===== src/hdl/bpt_pkg.sv =====
// Shared types and constants of the Bezier point and tangent unit.
// No dependencies; every other file refers to it by scoped names.
`default_nettype none
package bpt_pkg;

    localparam int COORD_W = 32;
    localparam int COEF_W  = 48;
    localparam int TAN_W   = 40;
    localparam int IDX_W   = 4;
    localparam int DEG_W   = 4;
    localparam int CNT_W   = 5;

    localparam logic ACTION_LOAD = 1'b0;
    localparam logic ACTION_EVAL = 1'b1;

    typedef struct packed {
        logic             load;
        logic             cap;
        logic             rb_init;
        logic             pascal;
        logic             diff;
        logic             hinit;
        logic             hmul;
        logic             hadd;
        logic             out_load;
        logic [CNT_W-1:0] deg;
        logic [CNT_W-1:0] idx;
    } t_cmd;

endpackage
`default_nettype wire


===== src/hdl/bpt_ctrl.sv =====
// Controller: degree register, stale flag, sequencing of rebuild and Horner steps.
// Depends on bpt_pkg (t_cmd, widths, action codes).
`default_nettype none
module bpt_ctrl #(
    parameter int MAX_DEGREE = 8
) (
    input  wire logic                       i_clk,
    input  wire logic                       i_rst_n,
    input  wire logic                       i_cfg_we,
    input  wire logic [bpt_pkg::DEG_W-1:0]  i_cfg_wdata,
    input  wire logic                       i_req_valid,
    output logic                            o_req_ready,
    input  wire logic                       i_req_action,
    input  wire logic [bpt_pkg::IDX_W-1:0]  i_req_index,
    output logic                            o_rsp_valid,
    input  wire logic                       i_rsp_ready,
    output bpt_pkg::t_cmd                   o_cmd
);
    localparam int CW = bpt_pkg::CNT_W;
    localparam logic [CW-1:0] MAXD = CW'(MAX_DEGREE);

    localparam logic [3:0] S_IDLE   = 4'd0;
    localparam logic [3:0] S_INIT   = 4'd1;
    localparam logic [3:0] S_PASCAL = 4'd2;
    localparam logic [3:0] S_DIFF   = 4'd3;
    localparam logic [3:0] S_DRAIN  = 4'd4;
    localparam logic [3:0] S_HINIT  = 4'd5;
    localparam logic [3:0] S_HMUL   = 4'd6;
    localparam logic [3:0] S_HADD   = 4'd7;
    localparam logic [3:0] S_OUT    = 4'd8;

    logic [3:0]                 r_state, n_state;
    logic [CW-1:0]              r_cnt, n_cnt;
    logic [bpt_pkg::DEG_W-1:0]  r_deg;
    logic                       r_stale, n_stale;
    logic                       r_ovalid, n_ovalid;
    logic [CW-1:0]              deg5, n_used;
    logic                       accept, idx_ok;

    assign deg5   = CW'(r_deg);
    assign n_used = (deg5 == '0) ? CW'(1) : ((deg5 > MAXD) ? MAXD : deg5);
    assign o_req_ready = (r_state == S_IDLE);
    assign accept = i_req_valid && o_req_ready;
    assign idx_ok = (CW'(i_req_index) <= MAXD);
    assign o_rsp_valid = r_ovalid;

    always_comb begin
        n_state  = r_state;
        n_cnt    = r_cnt;
        n_stale  = r_stale;
        n_ovalid = r_ovalid && !i_rsp_ready;
        o_cmd    = '0;
        o_cmd.deg = n_used;
        o_cmd.idx = r_cnt;
        unique case (r_state)
            S_IDLE: begin
                if (accept && i_req_action == bpt_pkg::ACTION_LOAD) begin
                    o_cmd.load = 1'b1;
                    if (idx_ok) n_stale = 1'b1;
                end else if (accept) begin
                    o_cmd.cap = 1'b1;
                    n_state = r_stale ? S_INIT : S_HINIT;
                end
            end
            S_INIT: begin
                o_cmd.rb_init = 1'b1;
                n_cnt   = '0;
                n_state = S_PASCAL;
            end
            S_PASCAL: begin
                o_cmd.pascal = 1'b1;
                if (r_cnt == n_used - CW'(1)) begin
                    n_cnt   = '0;
                    n_state = S_DIFF;
                end else begin
                    n_cnt = r_cnt + CW'(1);
                end
            end
            S_DIFF: begin
                o_cmd.diff = 1'b1;
                if (r_cnt == n_used) n_state = S_DRAIN;
                else n_cnt = r_cnt + CW'(1);
            end
            S_DRAIN: begin
                n_stale = 1'b0;
                n_state = S_HINIT;
            end
            S_HINIT: begin
                o_cmd.hinit = 1'b1;
                n_cnt   = n_used;
                n_state = S_HMUL;
            end
            S_HMUL: begin
                o_cmd.hmul = 1'b1;
                n_state = S_HADD;
            end
            S_HADD: begin
                o_cmd.hadd = 1'b1;
                n_cnt = r_cnt - CW'(1);
                n_state = (r_cnt == CW'(1)) ? S_OUT : S_HMUL;
            end
            S_OUT: begin
                if (!r_ovalid || i_rsp_ready) begin
                    o_cmd.out_load = 1'b1;
                    n_ovalid = 1'b1;
                    n_state  = S_IDLE;
                end
            end
            default: n_state = S_IDLE;
        endcase
        if (i_cfg_we) n_stale = 1'b1;
    end

    always_ff @(posedge i_clk) begin
        if (!i_rst_n) begin
            r_state  <= S_IDLE;
            r_cnt    <= '0;
            r_deg    <= bpt_pkg::DEG_W'(1);
            r_stale  <= 1'b1;
            r_ovalid <= 1'b0;
        end else begin
            r_state  <= n_state;
            r_cnt    <= n_cnt;
            r_stale  <= n_stale;
            r_ovalid <= n_ovalid;
            if (i_cfg_we) r_deg <= i_cfg_wdata;
        end
    end

endmodule
`default_nettype wire


===== config.mk =====
export PLATFORM = sky130hd
export DESIGN_NAME = bpt_ctrl
export DESIGN_NICKNAME = d
export VERILOG_FILES = /design/src/hdl/bpt_pkg.sv /design/src/hdl/bpt_ctrl.sv
export SDC_FILE = /design/constraint.sdc
export NUM_CORES = 1
export LEC_CHECK = 0
export CAP_MARGIN = 20
export CORE_MARGIN = 2
export CORE_UTILIZATION = 56
export CTS_BUF_LIST = sky130_fd_sc_hd__clkbuf_16
export CTS_CLUSTER_DIAMETER = 100
export DETAILED_ROUTE_END_ITERATION = 16
export DONT_BUFFER_PORTS = 1
export GPL_ROUTABILITY_DRIVEN = 0
export PLACE_DENSITY = 0.74
export SYNTH_ARGS = -nofsm -noshare
export SYNTH_HDL_FRONTEND = slang
export SYNTH_SLANG_ARGS = --single-unit

===== constraint.sdc =====
create_clock -name i_clk -period 2.2 [get_ports i_clk]
set_input_delay 0.11 -clock i_clk [delete_from_list [all_inputs] [get_ports i_clk]]
set_output_delay 0.11 -clock i_clk [all_outputs]
set_load 0.03 [all_outputs]

# Word-level counts from Yosys, hierarchy flattened
# Index checks and enable logic that the tools add are counted.
[op_classes]
order_cmp = 2
addsub = 3
bitwise = 2
reduce_logical = 14
n_eq_ne = 19
muxes = 30
[ops]
columns = ["op", "n"]
rows = [
  ["$pmux 4 s9", 1],
  ["$mux 4", 8],
  ["$pmux 5 s5", 1],
  ["$eq 4x3->1 const B", 4],
  ["$mux 1", 15],
  ["$mux 5", 2],
  ["$ne 2x2->1 const B", 5],
  ["$eq 4x2->1 const B", 2],
  ["$ne 2x1->1 const B", 3],
  ["$add 5x1->5 const B", 1],
  ["$eq 5x1->1 const B", 1],
  ["$eq 5x4->1", 1],
  ["$eq 5x5->1", 1],
  ["$logic_not 5->1", 1],
  ["$reduce_and 5->1", 1],
  ["$reduce_bool 5->1", 1],
  ["$sub 4x1->5 const B", 1],
  ["$sub 5x1->5 const B", 1],
  ["$eq 4x1->1 const B", 1],
  ["$eq 4x4->1 const B", 1],
  ["$gt 4x4->1 const B", 1],
  ["$le 4x4->1 const B", 1],
  ["$logic_not 4->1", 1],
  ["$logic_and 1x1->1", 3],
  ["other kinds (10)", 12],
]
[totals]
ff_bits = 15
output_inout_bits = 21
wordCells = 75

# Longest topological paths before layout
[depth]
word_depth = 7
ltp_mapped = 9

# Worst setup path before layout
# Ideal clock, no wire load.
[synth_timing]
path_type = "register to register"
start = "register r_deg[1] in the netlist's numbering"
end = "register r_cnt[4]"
slack_ns = 0.067
t_required_ns = 2.085
setup_ns = 0.115
arrival_ns = 2.018
n_path_buf = 0
path_stages_with_launch = 10
path_cell_list = "dfxtp_1 -> o21ba_2 -> or2_1 -> ha_1 -> xnor2_1 -> nor3_2 -> a31oi_4 -> nor2_2 -> o221ai_1 -> and2_1"
[synth_between]
elab_chain_cells = 7
[synth_lines]
columns = ["item", "line", "source"]
rows = [
  ["start, declared", "bpt_ctrl.sv:34", "logic [bpt_pkg::DEG_W-1:0] r_deg;"],
  ["start signal, assigned", "bpt_ctrl.sv:118", "r_deg <= bpt_pkg::DEG_W'(1);"],
  ["start signal, assigned", "bpt_ctrl.sv:126", "if (i_cfg_we) r_deg <= i_cfg_wdata;"],
  ["$gt 4x4->1", "bpt_ctrl.sv:41", "assign n_used = (deg5 == '0) ? CW'(1) : ((deg5 > MAXD) ? MAXD : deg5);"],
  ["$mux 4", "bpt_ctrl.sv:41", ""],
  ["$mux 4 *", "bpt_ctrl.sv:41", ""],
  ["$sub 4x1->5", "bpt_ctrl.sv:72", "if (r_cnt == n_used - CW'(1)) begin"],
  ["$eq 5x5->1", "bpt_ctrl.sv:72", ""],
  ["$mux 5", "bpt_ctrl.sv:72", ""],
  ["$pmux 5 s5", "bpt_ctrl.sv:55", "unique case (r_state)"],
  ["end signal, assigned", "bpt_ctrl.sv:123", "r_cnt <= n_cnt;"],
  ["end, declared", "bpt_ctrl.sv:33", "logic [CW-1:0] r_cnt, n_cnt;"],
]
# Mark *: on every way between the ends. The rest lies on a longest branch, timed or not.
# A chain may end at the register's enable or synchronous reset.

# Final worst setup path
[layout_timing]
start = "register r_deg[2] in the netlist's numbering"
end = "register r_cnt[2]"
# The elaborated chain is that of the path after synthesis.

==> flow_summary_export.csv <==
group,metric,value,unit
outcome,status,"complete, but fails checks",
outcome,violations,"hold timing, setup timing",
critical_path,arrival,2.42,ns
routing,wl,3.66,mm
timing,slew_headroom,62.4,%
timing,fmax,435,MHz
floorplan,die_w,51.4,µm
power,powerDensity,524,nW/µm²
critical_path,crit_end,"r_cnt[2]",
global_routing,grt_pass1_vias,1176,
yosys,synthTopCellsByArea,"dfxtp_1 24%, nor2_1 4.2%, ha_1 4.0%",
routing,vias_per_cell,6.43,
yosys,synthArstFlopShare,0,%
clocking,clockBufferDepth,2,
clocking,insertion_delay,0.25,ns
timing,tightest_slew,0.563,ns
critical_path,r2r_cells,10,
floorplan,num_rows,17,
final_layout,nFillCells,183,
floorplan,dieArea,2640,µm²
global_routing,grt-ovfl-total,0,
clocking,cts-root-buf,"clkbuf_16",
yosys,synth_cell_types,53,
final_layout,final_nets,193,
yosys,ys.flop_type,"dfxtp_1",
yosys,synthesis.nets,179,
yosys,ys_seq_elements,15,
floorplan,die-height,51.4,µm
min_path,worst_hold_path_type,"input port to register",
timing,fin_tns_setup,-0.366,ns
placement,hpwl,2.31,mm
timing,final.min_clock_period,2.30,ns
routing,ant_nets,0,
clocking,cts_inserted_buffers,3,
final_layout,area_growth,22.0,%
final_layout,layout-drive-gt1-share,24.1,%
final_layout,antenna_cells,0,
power,p_total,0.803,mW
floorplan,core-area,2170,µm²
routing,drc_errors,0,
critical_path,crit_required,2.32,ns
final_layout,fin_util,70.6,%
critical_path,path_cells,"o21ba_4 -> or2_4 -> ha_4 -> xnor2_2 -> nor3_2 -> a31oi_4 -> nor2_4 -> buf_6 -> o31ai_2 -> o2bb2ai_1",
flow_run,max-cap-violations,0,
yosys,synth.top_cell.area_share,23.9,%
power,power_leakage,0.577,nW
critical_path,reg2reg_from,"r_deg[2]",
routing,wl_per_cell,18.1,µm
yosys,synthTopCellsByCount,"15 x dfxtp_1, 14 x nor2_1, 13 x nand2_1",
global_routing,antenna_found_initial,0,
timing,setup_ws,-0.0966,ns
critical_path,timing.rr.end,"r_cnt[2]",
floorplan,ios,35,
critical_path,crit_type,"register to register",
routing,num_vias,1299,
critical_path,cp_max_fo,6,
critical_path,slowest_delay,0.32,ns
critical_path,r2r_slack,-0.1,ns
global_routing,grt_usage,26.9,%
timing,rsz0062_at_grt,"yes",
critical_path,cp-start-kind,"register",
routing,drt_pass1_iterations,4,
timing,finalCritPeriodShare,104,%
clocking,clkTransAtPathRegs,0.05,ns
yosys,syn_area,1260,µm²
final_layout,fin_cells,202,
clocking,h-tree-depth,1,
yosys,synth-edff-count,0,
yosys,synth_largest_area_cell,"dfxtp_1",
critical_path,crit_start,"r_deg[2]",
critical_path,end_kind,"register",
yosys,netlist_instances,161,
clocking,cts_tree,"done",
timing,drv_slew,0,
floorplan,start_util,57.9,%
critical_path,cpMaxStageDelayCell,"dfxtp_2",
timing,hold_viol,1,
placement,io_buffers,0,
routing,drtIter0Drc,45,
global_routing,grt_max_degree,15,
clocking,cts.sinks,15,
yosys,synth-seq-area-share,23.9,%
yosys,avgSynthCellArea,7.80,µm²
timing,skew,0.00461,ns
global_routing,grt_pass1_wl,5.32,mm
power,ir_worst_vdd,616,µV
yosys,yosysMostFrequentCell,"dfxtp_1",
timing,whs,-0.00361,ns
yosys,ys.warnings.count,0,
timing,setup_viol,7,
placement,dp_cells,193,
metrics by stage:
stage | hold WS [ns] | instance area [µm²] | setup slack (ns)
final | -0.00361 | 1530 | -0.0966
after global routing | 0.0123 | 1530 | -0.112
after CTS | 0.00330 | 1470 | -0.00369
after detailed placement | 0.181 | 1350 | -0.0505
after global placement | 0.178 | 1350 | 0.0261
after floorplan | 0.239 | 1260 | 0.0675
kinds of logic (layout without fill, tap and decap cells):
logic type,after synthesis,after routing,synth area share (%)
flops,15,15,23.9
mux,4,4,3.19
simple gates,72,72,30.7
buf+inv,21,34,7.57
fa+ha+maj,4,4,3.98
other cells,1,1,0.299
xor+xnor,6,6,5.28
compound gates,38,38,25.1
how the worst min path moves through the flow:
stage | from | end | slack, ns | depth (start not counted)
2_1_floorplan | i_cfg_wdata[0] | r_deg[0] | 0.24 | 2
3_3_place_gp | i_rst_n | r_deg[0] | 0.18 | 1
3_5_place_dp | i_rst_n | r_deg[0] | 0.18 | 1
4_1_cts | i_rst_n | o_rsp_valid | 0.003 | 1
5_1_grt | i_rst_n | r_deg[2] | 0.01 | 1
6_report | i_rst_n | r_deg[2] | -0.004 | 1
cell usage in the layout (no fill, tap or decap), drive strengths merged, types with 6 or more instances in the layout:
cell type  netlist  routed
nor2            15      15
o21ai            6       6
buf              6      18
inv              9      10
a21oi            7       7
dfxtp           15      15
nor2b            8       8
nor3            10      10
nand2           13      13
area by class of cell:
cell class	count	area (µm²)	share of cell area (%)
multi-input combinational	125	913	59.6
clock inverter	1	3.75	0.245
tap	28	35.0	2.29
clock buffer	3	75.1	4.90
inverter	9	33.8	2.20
sequential	15	303	19.8
timing repair buffer	21	169	11.0
critical path: cells and delay by family (launching register included):
family,cells,cell delay [ns]
AOI/OAI and AO/OA,4,0.55
xor gates and xnor gates,1,0.14
adders and majority gates,1,0.23
buffers and inverters,1,0.13
DFF,1,0.32
and+or+nand+nor,3,0.81
repair_timing:
action,4_1_cts,5_1_grt
endpoints found under the setup margin,4,7
hold endpoints to repair,6,0
hold buffers,3,0
setup buffers,1,1
resized for setup,3,10
pin swaps,2,13
power by group:
part           total, mW  switching (mW)  leakage, nW  internal (mW)
sequential         0.288         0.00905        0.123          0.279
clock              0.359           0.118       0.0423          0.241
combinational      0.156          0.0898        0.412         0.0665
per-layer routing:
layer | share of wire [%] | up-vias | global-route usage [%]
met1 | 38 | 602 | 34.1
li1 | - | 596 | -
met2 | 51 | 87 | 43.8
met5 | 0 | - | 0
met3 | 8.4 | 14 | 4.68
met4 | 2.4 | 0 | 12.7
state kept, by name (all words and copies together) (netlist names):
register and flops:
r_cnt 5, o_rsp_valid 1, r_state 4, r_stale 1, r_deg 4
No activity file was read; power rests on OpenSTA's default activity.
